File: src/rtl/frm_pkg.sv
package frm_pkg;

    localparam int SAMPLES_DEF = 8;

    localparam int TS_W    = 32;
    localparam int FRAME_W = 12;
    localparam int FPS_W   = 20;
    localparam int SUM_W   = 26;
    localparam int EMPTY_W = 7;
    localparam int SCALE_W = 18;
    localparam int NUM_W   = FRAME_W + SCALE_W;
    localparam int ITER_W  = 5;

    localparam logic [FRAME_W-1:0] FRAME_MAX = 12'd4095;
    localparam logic [TS_W-1:0]    WINDOW_MS = 32'd1000;
    // 1000 ms per second times 256 for the Q12.8 fraction
    localparam logic [SCALE_W-1:0] FPS_SCALE = 18'd256000;

    // The fps quotient is below 2^20, so the top NUM_W-FPS_W bits are skipped
    localparam logic [ITER_W-1:0] FPS_ITERS = 5'd20;

    localparam logic CMD_START = 1'b0;
    localparam logic CMD_FRAME = 1'b1;

    typedef struct packed {
        logic            command;
        logic [TS_W-1:0] now_ms;
    } t_in_item;

    typedef struct packed {
        logic               window_closed;
        logic [FPS_W-1:0]   fps_q8;
        logic [FPS_W-1:0]   average_fps_q8;
        logic               average_ready;
        logic [EMPTY_W-1:0] empty_slots;
    } t_out_item;

endpackage

File: src/rtl/frm_in_if.sv
interface frm_in_if;
    logic              valid;
    logic              ready;
    frm_pkg::t_in_item data;

    modport source (output valid, output data, input ready);
    modport sink   (input valid, input data, output ready);
endinterface

File: src/rtl/frm_out_if.sv
interface frm_out_if;
    logic               valid;
    logic               ready;
    frm_pkg::t_out_item data;

    modport source (output valid, output data, input ready);
    modport sink   (input valid, input data, output ready);
endinterface

File: src/rtl/frame_rate_meter_moving_average.sv
// Frame rate meter with a moving average over SAMPLES closed windows.
// i_in carries one item per start command or presented frame, each with a
// millisecond timestamp; o_out returns exactly one result item per input item.
// A start command, or a frame that does not close its window, gives its result
// in the cycle after acceptance. A frame that closes a window (more than 1000 ms
// since the window start) gives its result after these steps: the product
// frames*256000, the restoring divider for fps, a step to shift the sample
// window and a step for the mean, which multiplies the running sum by a
// rounded-up reciprocal of SAMPLES. One multiplier serves both products, and
// i_in.ready stays low until the block is idle again, so a new item is not
// taken before a closing frame is through.
// The result sits in an output register; a new item is taken while that
// register is being emptied in the same cycle, so a stalled receiver simply
// holds i_in.ready low once the register is full.
// Synchronous reset (i_rst_n low) clears the window start, frame count, the
// sample window, the running sum, the latest values, the ready flag and
// any pending result; the empty slot count returns to SAMPLES.
module frame_rate_meter_moving_average #(
    parameter int SAMPLES = frm_pkg::SAMPLES_DEF
) (
    input  logic          i_clk,
    input  logic          i_rst_n,
    frm_in_if.sink        i_in,
    frm_out_if.source     o_out
);

    localparam int CNT_W   = $clog2(SAMPLES + 1);
    localparam int AVG_SH  = frm_pkg::SUM_W + $clog2(SAMPLES);
    localparam int RECIP_W = frm_pkg::SUM_W + 1;
    localparam int PROD_W  = frm_pkg::SUM_W + RECIP_W;
    // Rounded up so that the product shifted by AVG_SH is the truncated mean
    localparam logic [RECIP_W-1:0] AVG_RECIP =
        RECIP_W'(((64'd1 << AVG_SH) / 64'(SAMPLES)) + 64'd1);

    localparam logic [2:0] S_IDLE    = 3'd0;
    localparam logic [2:0] S_MUL     = 3'd1;
    localparam logic [2:0] S_DIV_FPS = 3'd2;
    localparam logic [2:0] S_UPD     = 3'd3;
    localparam logic [2:0] S_FIN     = 3'd4;

    logic [2:0]                         r_state, n_state;
    logic [frm_pkg::TS_W-1:0]           r_start, n_start;
    logic [frm_pkg::FRAME_W-1:0]        r_frames, n_frames;
    logic [frm_pkg::FPS_W-1:0]          r_win [SAMPLES];
    logic [frm_pkg::FPS_W-1:0]          n_win [SAMPLES];
    logic [frm_pkg::SUM_W-1:0]          r_sum, n_sum;
    logic [frm_pkg::FPS_W-1:0]          r_fps, n_fps;
    logic [frm_pkg::FPS_W-1:0]          r_avg, n_avg;
    logic                               r_ready_flag, n_ready_flag;
    logic [CNT_W-1:0]                   r_empty, n_empty;
    logic [frm_pkg::TS_W-1:0]           r_den, n_den;
    logic [frm_pkg::TS_W-1:0]           r_rem, n_rem;
    logic [frm_pkg::NUM_W-1:0]          r_quo, n_quo;
    logic [frm_pkg::ITER_W-1:0]         r_iter, n_iter;
    logic                               r_out_valid, n_out_valid;
    frm_pkg::t_out_item                 r_out, n_out;

    logic                               accept;
    logic [frm_pkg::TS_W-1:0]           elapsed;
    logic [frm_pkg::FRAME_W-1:0]        frames_inc;
    logic [frm_pkg::SUM_W-1:0]          mul_a;
    logic [RECIP_W-1:0]                 mul_b;
    logic [PROD_W-1:0]                  prod;
    logic [frm_pkg::NUM_W-1:0]          num;
    logic [frm_pkg::FPS_W-1:0]          avg_new;
    logic [frm_pkg::TS_W:0]             rem_sh;
    logic [frm_pkg::TS_W:0]             rem_diff;
    logic                               rem_ge;
    logic [frm_pkg::FPS_W-1:0]          fps_new;
    logic [CNT_W-1:0]                   empty_drop;

    assign accept      = i_in.valid && i_in.ready;
    assign i_in.ready  = (r_state == S_IDLE) && (!r_out_valid || o_out.ready);
    assign o_out.valid = r_out_valid;
    assign o_out.data  = r_out;

    assign elapsed    = i_in.data.now_ms - r_start;
    assign frames_inc = (r_frames < frm_pkg::FRAME_MAX) ?
                        r_frames + {{(frm_pkg::FRAME_W-1){1'b0}}, 1'b1} : r_frames;

    // Shared multiplier: fps numerator in S_MUL, mean of the window otherwise
    assign mul_a   = (r_state == S_MUL) ? frm_pkg::SUM_W'(r_frames) : r_sum;
    assign mul_b   = (r_state == S_MUL) ? RECIP_W'(frm_pkg::FPS_SCALE) : AVG_RECIP;
    assign prod    = PROD_W'(mul_a) * PROD_W'(mul_b);
    assign num     = prod[frm_pkg::NUM_W-1:0];
    assign avg_new = prod[AVG_SH +: frm_pkg::FPS_W];

    // Restoring divider step: one quotient bit per cycle
    assign rem_sh   = {r_rem, r_quo[frm_pkg::NUM_W-1]};
    assign rem_diff = rem_sh - {1'b0, r_den};
    assign rem_ge   = (rem_sh >= {1'b0, r_den});

    assign fps_new    = r_quo[frm_pkg::FPS_W-1:0];
    assign empty_drop = (r_win[0] == '0) ? r_empty - CNT_W'(1) : r_empty;

    always_comb begin
        n_state      = r_state;
        n_start      = r_start;
        n_frames     = r_frames;
        n_win        = r_win;
        n_sum        = r_sum;
        n_fps        = r_fps;
        n_avg        = r_avg;
        n_ready_flag = r_ready_flag;
        n_empty      = r_empty;
        n_den        = r_den;
        n_rem        = r_rem;
        n_quo        = r_quo;
        n_iter       = r_iter;
        n_out        = r_out;
        n_out_valid  = r_out_valid && !o_out.ready;

        unique case (r_state)
            S_IDLE: begin
                if (accept) begin
                    n_out.window_closed  = 1'b0;
                    n_out.fps_q8         = r_fps;
                    n_out.average_fps_q8 = r_avg;
                    n_out.average_ready  = r_ready_flag;
                    n_out.empty_slots    = frm_pkg::EMPTY_W'(r_empty);
                    if (i_in.data.command == frm_pkg::CMD_START) begin
                        n_start     = i_in.data.now_ms;
                        n_out_valid = 1'b1;
                    end else begin
                        n_frames = frames_inc;
                        if (elapsed > frm_pkg::WINDOW_MS) begin
                            n_den   = elapsed;
                            n_start = i_in.data.now_ms;
                            n_state = S_MUL;
                        end else begin
                            n_out_valid = 1'b1;
                        end
                    end
                end
            end
            S_MUL: begin
                // Skip the quotient bits that are known to be zero
                n_rem = {{(frm_pkg::TS_W-frm_pkg::NUM_W+frm_pkg::FPS_W){1'b0}},
                         num[frm_pkg::NUM_W-1:frm_pkg::FPS_W]};
                n_quo = {num[frm_pkg::FPS_W-1:0],
                         {(frm_pkg::NUM_W-frm_pkg::FPS_W){1'b0}}};
                n_iter   = frm_pkg::FPS_ITERS;
                n_frames = '0;
                n_state  = S_DIV_FPS;
            end
            S_DIV_FPS: begin
                n_rem  = rem_ge ? rem_diff[frm_pkg::TS_W-1:0] : rem_sh[frm_pkg::TS_W-1:0];
                n_quo  = {r_quo[frm_pkg::NUM_W-2:0], rem_ge};
                n_iter = r_iter - frm_pkg::ITER_W'(1);
                if (r_iter == frm_pkg::ITER_W'(1)) begin
                    n_state = S_UPD;
                end
            end
            S_UPD: begin
                // Drop the oldest sample, append the new one
                n_sum = r_sum - frm_pkg::SUM_W'(r_win[0]) + frm_pkg::SUM_W'(fps_new);
                for (int i = 0; i < SAMPLES - 1; i++) begin
                    n_win[i] = r_win[i+1];
                end
                n_win[SAMPLES-1] = fps_new;
                n_empty = (fps_new == '0) ? empty_drop + CNT_W'(1) : empty_drop;
                n_fps   = fps_new;
                n_state = S_FIN;
            end
            S_FIN: begin
                n_avg        = avg_new;
                n_ready_flag = r_ready_flag || (r_empty == '0);
                n_out.window_closed  = 1'b1;
                n_out.fps_q8         = r_fps;
                n_out.average_fps_q8 = avg_new;
                n_out.average_ready  = n_ready_flag;
                n_out.empty_slots    = frm_pkg::EMPTY_W'(r_empty);
                n_out_valid          = 1'b1;
                n_state              = S_IDLE;
            end
            default: begin
                n_state = S_IDLE;
            end
        endcase
    end

    always_ff @(posedge i_clk) begin
        if (!i_rst_n) begin
            r_state      <= S_IDLE;
            r_start      <= '0;
            r_frames     <= '0;
            r_sum        <= '0;
            r_fps        <= '0;
            r_avg        <= '0;
            r_ready_flag <= 1'b0;
            r_empty      <= CNT_W'(SAMPLES);
            r_out_valid  <= 1'b0;
            for (int i = 0; i < SAMPLES; i++) begin
                r_win[i] <= '0;
            end
        end else begin
            r_state      <= n_state;
            r_start      <= n_start;
            r_frames     <= n_frames;
            r_sum        <= n_sum;
            r_fps        <= n_fps;
            r_avg        <= n_avg;
            r_ready_flag <= n_ready_flag;
            r_empty      <= n_empty;
            r_out_valid  <= n_out_valid;
            r_win        <= n_win;
        end
    end

    always_ff @(posedge i_clk) begin
        r_den  <= n_den;
        r_rem  <= n_rem;
        r_quo  <= n_quo;
        r_iter <= n_iter;
        r_out  <= n_out;
    end

    a_busy_not_ready: assert property (@(posedge i_clk) disable iff (!i_rst_n)
        (r_state != S_IDLE) |-> !i_in.ready)
        else $error("input taken while the divider is busy");

    a_flag_sticky: assert property (@(posedge i_clk) disable iff (!i_rst_n)
        r_ready_flag |=> r_ready_flag)
        else $error("ready flag cleared without reset");

    a_empty_range: assert property (@(posedge i_clk) disable iff (!i_rst_n)
        r_empty <= CNT_W'(SAMPLES))
        else $error("empty slot count exceeds the window depth");

    a_fps_fits: assert property (@(posedge i_clk) disable iff (!i_rst_n)
        (r_state == S_UPD) |-> (r_quo[frm_pkg::NUM_W-1:frm_pkg::FPS_W] == '0))
        else $error("fps quotient overflowed its field");

endmodule
File: src/flat_wrapper.sv
// flat-port wrapper written by rule: the top's interface ports become plain ports
module frame_rate_meter_moving_average_flat 
#(
    parameter int SAMPLES = frm_pkg::SAMPLES_DEF
)
  (i_clk, i_rst_n, i_in_valid, i_in_data, i_in_ready, o_out_valid, o_out_data, o_out_ready);
  frm_in_if i_in_i ();
  frm_out_if o_out_i ();
  input  logic i_clk;
  input  logic i_rst_n;
  input wire logic [$bits(i_in_i.valid)-1:0] i_in_valid;
  input wire logic [$bits(i_in_i.data)-1:0] i_in_data;
  output wire logic [$bits(i_in_i.ready)-1:0] i_in_ready;
  output wire logic [$bits(o_out_i.valid)-1:0] o_out_valid;
  output wire logic [$bits(o_out_i.data)-1:0] o_out_data;
  input wire logic [$bits(o_out_i.ready)-1:0] o_out_ready;
  assign i_in_i.valid = i_in_valid;
  assign i_in_i.data = i_in_data;
  assign i_in_ready = i_in_i.ready;
  assign o_out_valid = o_out_i.valid;
  assign o_out_data = o_out_i.data;
  assign o_out_i.ready = o_out_ready;
  frame_rate_meter_moving_average #(.SAMPLES(SAMPLES)) u_core (.i_clk(i_clk), .i_rst_n(i_rst_n), .i_in(i_in_i), .o_out(o_out_i));
endmodule
File: config.mk
export PLATFORM = sky130hd
export DESIGN_NAME = frame_rate_meter_moving_average_flat
export DESIGN_NICKNAME = d
export VERILOG_FILES = /design/src/rtl/frm_pkg.sv /design/src/rtl/frm_in_if.sv /design/src/rtl/frm_out_if.sv /design/src/rtl/frame_rate_meter_moving_average.sv /design/src/flat_wrapper.sv
export SDC_FILE = /design/constraint.sdc
export NUM_CORES = 1
export LEC_CHECK = 0
export BUFFER_PORTS_ARGS = -buffer_cell sky130_fd_sc_hd__clkbuf_2
export CAP_MARGIN = 10
export CORE_ASPECT_RATIO = 1.25
export CORE_UTILIZATION = 50
export DETAILED_ROUTE_END_ITERATION = 6
export PLACE_DENSITY = 0.72
export SKIP_CTS_REPAIR_TIMING = 1
export SLEW_MARGIN = 25
export SYNTH_ARGS = -nofsm -noshare
export SYNTH_HDL_FRONTEND = slang
export SYNTH_SLANG_ARGS = --single-unit
File: constraint.sdc
create_clock -name i_clk -period 9.25 [get_ports i_clk]
set_input_delay 0.4625 -clock i_clk [delete_from_list [all_inputs] [get_ports i_clk]]
set_output_delay 0.4625 -clock i_clk [all_outputs]
set_load 0.1 [all_outputs]
# Yosys cells after proc, flatten, opt, wreduce, memory -nomap -nowiden
# Index checks and enable logic that the tools add are counted.
# word_totals
register_bits	407
out_inout_bits	51
in_bits	37
# op_classes
n_reduce_logical	19
n_lt_le_gt_ge	3
addsub	8
mux	25
eq_ne	11
multipliers	1
# op_table
cell	count
49-bit one-hot mux with 2 select lines	1
32-bit two-way mux	3
32-bit one-hot mux with 2 select lines	1
32-bit subtractor	2
30-bit one-hot mux with 2 select lines	1
26-bit by 27-bit multiplier with 49-bit output	1
49-bit two-way mux	1
20-bit zero test	2
12-bit two-way mux	3
33-bit by 32-bit >= comparator with 1-bit output	1
32-bit by 10-bit > comparator with 1-bit output, second input constant	1
27-bit two-way mux	1
26-bit by 20-bit adder with 26-bit output	1
26-bit two-way mux	1
26-bit by 20-bit subtractor with 26-bit output	1
12-bit one-hot mux with 2 select lines	1
12-bit by 1-bit adder with 12-bit output, second input constant	1
12-bit less-than comparator, second input constant	1
3-bit two-way mux	4
3-bit one-hot mux with 4 select lines	1
4-bit AND reduction	3
5-bit one-hot mux with 2 select lines	1
4-bit two-way mux	2
3-bit by 2-bit == test with 1-bit output, second input constant	2
other kinds (18)	30

# Logic depth before layout (Yosys ltp)
# Gate-level depths: netlist of the first run.
# depth
depth_word	6
mapped_depth	30
mapped_depth_nobuf	29

# Least setup slack after synthesis of the first run
# OpenSTA, ideal clock, no wires.
# synth_path
kind	reg2reg
from	register u_core.r_state[2]
to	register u_core.r_avg[19] in the netlist's numbering
slack_ps	2217
path_stages_with_launch	29
path_buffers	2
required_ps	9191
setup_ps	59
synth_period_minus_slack_ps	7033
arrival_time_ps	6974
cell_sequence	dfxtp_1 > clkbuf_1 > nor3_1 > clkbuf_1 > nand2_1 > fa_1 > inv_1 > ha_1 > fa_1 > ha_1 > inv_1 > fa_1 > inv_1 > fa_1 > inv_1 > fa_1 > inv_1 > ha_1 > a21o_1 > a21o_1 > a21oi_1 > a2bb2oi_1 > a21oi_1 > o21ai_0 > a21oi_1 > o21ai_0 > mux2_2 > o21ai_0 > and2_1
# synth_between
elab_chain_cells	3
word_cells_on_any_way	5
classes_between	1 x mul; 2 x eq/ne; 2 x mux
# synth_rtl
item	line	rtl
from (decl)	frame_rate_meter_moving_average.sv:41	logic [2:0] r_state, n_state;
from (signal assigned)	frame_rate_meter_moving_average.sv:197	r_state <= n_state;
3-bit by 1-bit == test with 1-bit output	frame_rate_meter_moving_average.sv:82, frame_rate_meter_moving_average.sv:83	
26-bit two-way mux or 27-bit two-way mux (tied branches)	frame_rate_meter_moving_average.sv:82, frame_rate_meter_moving_average.sv:83	
26-bit by 27-bit multiplier with 49-bit output	frame_rate_meter_moving_average.sv:84	assign prod = PROD_W'(mul_a) * PROD_W'(mul_b);
to (signal assigned)	frame_rate_meter_moving_average.sv:202	r_avg <= n_avg;
to (decl)	frame_rate_meter_moving_average.sv:48	logic [frm_pkg::FPS_W-1:0] r_avg, n_avg;
# Parallel ways exist; a longest one is shown, timed or not.
# A chain may end at the register's enable or synchronous reset.

# Final worst setup path of the first run
# layout_path
from	register u_core.r_state[0]
to	register u_core.r_avg[19] in the netlist's numbering
# Same word-level chain as after synthesis.

==> impl_metrics.env, run 1 <==
export IMPL_status="finished, final reports clean"
export IMPL_vdd_drop_max_v=0.0001833
export IMPL_drt_antenna_violating_nets=0
export IMPL_startpoint="u_core.r_state[0]"
export IMPL_synth_most_common_cell="nand2_1"
export IMPL_synth_seq_cells=404
export IMPL_critPathBufInv=8
export IMPL_fin_skew_ns=0.01860
export IMPL_pre_cts_ws_ns=1.836
export IMPL_drt_wl_total_um=60740
export IMPL_final_util_pct=55.77
export IMPL_yosysSeqAreaShare_pct=34.92
export IMPL_synth_warnings=0
export IMPL_cts_tree="done"
export IMPL_max_slew_margin_pct=29.57
export IMPL_grt_start_max_net_pins=127
export IMPL_dpl_hpwl_um=44910
export IMPL_synthCells=3077
export IMPL_crit_slowest_cell="fa_1"
export IMPL_cts_path_max_buffers=3
export IMPL_place_area_um2=28520
export IMPL_drive_above_1_share_pct=6.731
export IMPL_wl_per_cell_um=15.49
export IMPL_critPathKind="flip-flop to flip-flop"
export IMPL_yosysTopAreaCell="dfxtp_1"
export IMPL_rsz0062_at_grt="no"
export IMPL_place_congestion=0.8788
export IMPL_cpMostUsedCell="inv_1"
export IMPL_seq_area_um2=9539
export IMPL_leakage_nw=13.54
export IMPL_avgSynthCellArea_um2=8.878
export IMPL_drt_iter0_markers=1366
export IMPL_start_util_pct=50.73
export IMPL_min_path_type="input port to flip-flop"
export IMPL_path_max_fanout=29
export IMPL_clk_latency_ns=0.58
export IMPL_io_buffers=84
export IMPL_cts_root_buf="clkbuf_16"
export IMPL_firstDrtPassIters=5
export IMPL_top_layer="met4"
export IMPL_synthArstFlopShare_pct=0
export IMPL_reg2reg_from="u_core.r_state[0]"
export IMPL_syn_area_um2=27320
export IMPL_grt_pass1_vias=19849
export IMPL_clkSinkCount=404
export IMPL_max_cap_violations=0
export IMPL_multiInputGateArea_um2=16080
export IMPL_core_area_um2=53850
export IMPL_yosys_most_used_dff="dfxtp_1"
export IMPL_vias=20729
export IMPL_setup_ws_ns=1.762
export IMPL_powerDensity_nw_per_um2=192.4
export IMPL_rows=95
export IMPL_synth_common_cells="508 x nand2_1, 386 x inv_1, 306 x a21oi_1"
export IMPL_vias_per_cell=5.287
export IMPL_wl_met1_um=27480
export IMPL_hold_violations=0
export IMPL_worstPathArrival_ns=8.01
export IMPL_cp_data_required_time_ns=9.77
export IMPL_drc=0
export IMPL_finalCritPeriodShare_pct=80.95
export IMPL_fillers=4832
export IMPL_worst_path_dominant_cell_family="adder cells"
export IMPL_area_growth_syn_to_layout_pct=9.930
export IMPL_max_stage_delay_ns=0.54
export IMPL_cp_end_kind="flip-flop"
export IMPL_design_area_um2=30030
export IMPL_yosysUniqueCellTypes=82
export IMPL_finalSetupViolations=0
export IMPL_holdWs_ns=0.1280
export IMPL_min_from="i_in_data[2]"
export IMPL_pin_count=88
export IMPL_path_clk_slew_ns=0.07
export IMPL_cts_made_buffers=42
export IMPL_cts_htree_levels=2
export IMPL_fmax_mhz=133.6
export IMPL_wl_met3_um=2545
export IMPL_antenna_found_initial=1
export IMPL_die_area_um2=55580
export IMPL_yosys_area_top_type_share_pct=18.98
export IMPL_drv_slew=0
export IMPL_grt_usage_pct=22.14
export IMPL_met2_length_um=28810
export IMPL_overflow=0
export IMPL_tns_ns=0
export IMPL_nets=3621
export IMPL_die_w_um=211.1
export IMPL_yosys_top_cells_area="dfxtp_1 19%, edfxtp_1 16%, ha_1 13%"
export IMPL_antenna_cells=0
export IMPL_crit_path_start_kind="flip-flop"
export IMPL_grt_first_pass_wirelength_um=99680
export IMPL_chipHeight_um=263.3
export IMPL_synth_edf_count=145
export IMPL_worst_pin_slew_ns=1.056
export IMPL_fin_crit_ns=7.488
-- cells by family after synthesis --
family | count (synthesis) | share of synthesized area [%]
simple gates | 936 | 15.11
compound gates | 654 | 15.03
buf+inv | 515 | 7.274
fa+ha+maj | 422 | 22.90
flops | 404 | 34.92
xor+xnor | 119 | 3.815
mux | 25 | 0.9207
other cells | 2 | 0.02749
-- final timing paths --
check	depth (start not counted)	to	slack, ns
hold reg to reg	2	u_core.r_win[67]	0.44
setup / recovery	29	u_core.r_avg[19]	1.76
hold / removal	3	u_core.r_start[2]	0.13
setup reg to reg	29	u_core.r_avg[19]	1.76
-- worst reg2reg max path, delay by kind of cell (launching register included) --
kind	cells	cell delay, ns
compound gates	9	1.84
mux	1	0.37
flops	1	0.39
buf+inv	8	0.84
fa+ha+maj	8	3.19
simple gates	3	0.80
-- state kept, by name, summed over array words and instances (netlist names), 5 cells and up --
| signal | cells |
|---|---|
| u_core.r_quo | 30 |
| u_core.r_avg | 20 |
| u_core.r_win | 160 |
| u_core.r_iter | 5 |
| u_core.r_frames | 12 |
| u_core.r_start | 32 |
| u_core.r_rem | 32 |
| u_core.r_den | 32 |
| u_core.o_out.data | 46 |
| u_core.r_sum | 26 |
-- metrics by stage --
step	instances	total power, mW
3_5_place_dp	3845	3.874
5_1_grt	3921	6.118
4_1_cts	3921	5.753
6_report	3921	5.777
3_3_place_gp	3845	3.869
2_1_floorplan	3147	3.498
-- layout make-up --
cell class | instances | share of cell area [%]
multi-input cells | 2228 | 53.55
flip-flops and latches | 404 | 31.77
inverters | 387 | 4.862
clock buffers | 57 | 3.962
well taps | 727 | 3.029
repair buffers | 99 | 1.788
clock inverters | 19 | 1.046
-- routing by layer --
metal,vias to the layer above,track usage [%]
li1,10437,-
met1,9795,29.80
met2,406,36.42
met3,91,3.018
met4,0,7.618
met5,-,0
-- placed cells by master, fill, tap and decap left out, drive strengths merged, types with 71 or more instances in the layout --
master,synthesis,final
nand3,73,73
edfxtp,145,145
inv,386,389
ha,292,292
clkbuf,107,141
fa,130,130
xnor2,72,72
nand2,508,508
a21oi,307,307
conb,2,72
a21o,71,71
nor2,158,158
dfxtp,259,259
o21ai,110,110
-- power breakdown --
part	switching [mW]	internal, mW	leakage [nW]
clock network	0.722	1.13	0.733
registers	0.0312	1.92	3.47
logic	1.22	0.752	9.33
(Power assumes the default switching activity.)
==> run 2: changes to the inputs <==
--- a/config.mk
+++ b/config.mk
@@ -10,7 +10,7 @@
 export CORE_ASPECT_RATIO = 1.25
 export CORE_UTILIZATION = 50
 export DETAILED_ROUTE_END_ITERATION = 6
-export PLACE_DENSITY = 0.72
+export PLACE_DENSITY = 0.75
 export SKIP_CTS_REPAIR_TIMING = 1
 export SLEW_MARGIN = 25
 export SYNTH_ARGS = -nofsm -noshare
==> constraint.sdc (replaced) <==
create_clock -name i_clk -period 6.5 [get_ports i_clk]
set_input_delay 0.325 -clock i_clk [delete_from_list [all_inputs] [get_ports i_clk]]
set_output_delay 0.325 -clock i_clk [all_outputs]
set_load 0.1 [all_outputs]
==> impl_metrics.env, run 2 (synthesis results as in run 1) <==
export IMPL_p_clk_share_pct=31.4
export IMPL_drt_wl_total_um=61510
export IMPL_powerDensity_nw_per_um2=269.9
export IMPL_final_cell_mix="498 x nand2_1, 373 x inv_1, 296 x a21oi_1, 275 x ha_1, 256 x dfxtp_1"
export IMPL_place_congestion=0.8980
export IMPL_drt_antenna_violating_nets=0
export IMPL_cts_root_buf="clkbuf_16"
export IMPL_finalSetupViolations=0
export IMPL_core_area_um2=53850
export IMPL_antenna_cells=0
export IMPL_antenna_found_initial=1
export IMPL_grt_pass1_vias=20567
export IMPL_status="finished, final reports clean"
export IMPL_critPathBufInv=9
export IMPL_crit_slowest_cell="fa_1"
export IMPL_wl_per_cell_um=15.52
export IMPL_rsz0062_at_grt="yes"
export IMPL_chipHeight_um=263.3
export IMPL_seq_area_um2=9543
export IMPL_die_area_um2=55580
export IMPL_critPathKind="flip-flop to flip-flop"
export IMPL_vias_per_cell=5.357
export IMPL_firstDrtPassIters=7
export IMPL_internal_power_mw=5.430
export IMPL_nets=3662
export IMPL_max_slew_margin_pct=35.11
export IMPL_dpl_hpwl_um=44260
export IMPL_startpoint="u_core.r_state[1]"
export IMPL_holdWs_ns=0.01007
export IMPL_start_util_pct=50.73
export IMPL_design_area_um2=30760
export IMPL_switching_share_pct=34.60
export IMPL_area_growth_syn_to_layout_pct=12.61
export IMPL_fin_skew_ns=0.02398
export IMPL_place_area_um2=28800
export IMPL_largest_reg_flops=160
export IMPL_grt_first_pass_wirelength_um=101200
export IMPL_cpMostUsedCell="fa_1"
export IMPL_crit_path_start_kind="flip-flop"
export IMPL_hold_violations=0
export IMPL_cts_made_buffers=41
export IMPL_p_switching_mw=2.873
export IMPL_worstPathArrival_ns=6.78
export IMPL_worst_path_dominant_cell_family="adder cells"
export IMPL_cts_htree_levels=2
export IMPL_min_path_type="input port to flip-flop"
export IMPL_top_register="u_core.r_win"
export IMPL_vias=21229
export IMPL_rows=95
export IMPL_min_from="i_in_data[0]"
export IMPL_path_clk_slew_ns=0.06
export IMPL_grt_start_max_net_pins=198
export IMPL_fmax_mhz=154.1
export IMPL_die_w_um=211.1
export IMPL_cts_path_max_buffers=3
export IMPL_io_buffers=84
export IMPL_max_cap_violations=0
export IMPL_clkSinkCount=404
export IMPL_leakage_nw=13.75
export IMPL_drv_slew=0
export IMPL_overflow=0
export IMPL_pin_count=88
export IMPL_cts_tree="done"
export IMPL_clk_latency_ns=0.56
export IMPL_pwr_share_seq_pct=33.4
export IMPL_drc=0
export IMPL_fillers=4684
export IMPL_reg2reg_from="u_core.r_state[1]"
export IMPL_finalCritPeriodShare_pct=99.82
export IMPL_fin_crit_ns=6.488
export IMPL_final_common_cell="nand2_1"
export IMPL_drt_iter0_markers=1304
export IMPL_combPwrFrac_pct=35.2
export IMPL_max_stage_delay_ns=0.52
export IMPL_worst_pin_slew_ns=0.9734
export IMPL_path_max_fanout=5
export IMPL_drive_above_1_share_pct=10.11
export IMPL_grt_usage_pct=22.26
export IMPL_cp_end_kind="flip-flop"
export IMPL_vdd_drop_max_v=0.0002370
export IMPL_cp_data_required_time_ns=6.79
export IMPL_multiInputGateArea_um2=16460
[run 2: tightest hold or removal path, cell delays in order]
cell and delay (ns):
clkbuf_2 0.09, nand3_1 0.05, o21ai_1 0.05
[run 2: stage by stage]
step                      utilization, %  TNS (ns)  worst slack, ns  power, mW  instances
after detailed placement           53.48    -1.390          -0.2089      5.563       3873
after floorplan                        -         0        0.0006413      4.982       3147
after global placement             53.48  -0.01863         -0.01006      5.553       3873
after global routing               57.13    -2.774          -0.2255      8.799       3963
after CTS                          56.26    -1.590          -0.2448      8.188       3949
final                              57.13         0          0.01178      8.303       3963
[run 2: final timing paths]
| check | slack, ns | endpoint | cells after the start |
|---|---|---|---|
| worst max-delay path | 0.01 | u_core.o_out.data[25] | 30 |
| worst min-delay path | 0.01 | u_core.r_start[0] | 3 |
| worst max register to register | 0.01 | u_core.o_out.data[25] | 30 |
| worst min register to register | 0.44 | u_core.r_win[151] | 2 |
[run 2: layer usage]
layer	vias up	global-route usage (%)	wire length, µm
met5	-	0	17
met4	2	6.776	1864
met3	116	2.589	2636
met2	442	38.96	30360
met1	10149	28.54	26620
li1	10520	-	-
[run 2: layout make-up]
class | instances | share of cell area, %
multi-input combinational | 2228 | 53.51
sequential | 404 | 31.02
inverter | 387 | 4.755
clock buffer | 51 | 3.661
tap | 727 | 2.957
timing repair buffer | 141 | 2.888
clock inverter | 25 | 1.200
[run 2: power by group through the flow]
stage | combinational [mW] | clock (mW) | sequential (mW)
2_1_floorplan | 2.02 | 0 | 2.97
3_3_place_gp | 2.72 | 0 | 2.83
3_5_place_dp | 2.73 | 0 | 2.83
4_1_cts | 2.76 | 2.65 | 2.78
5_1_grt | 3.27 | 2.74 | 2.78
6_report | 2.92 | 2.60 | 2.78
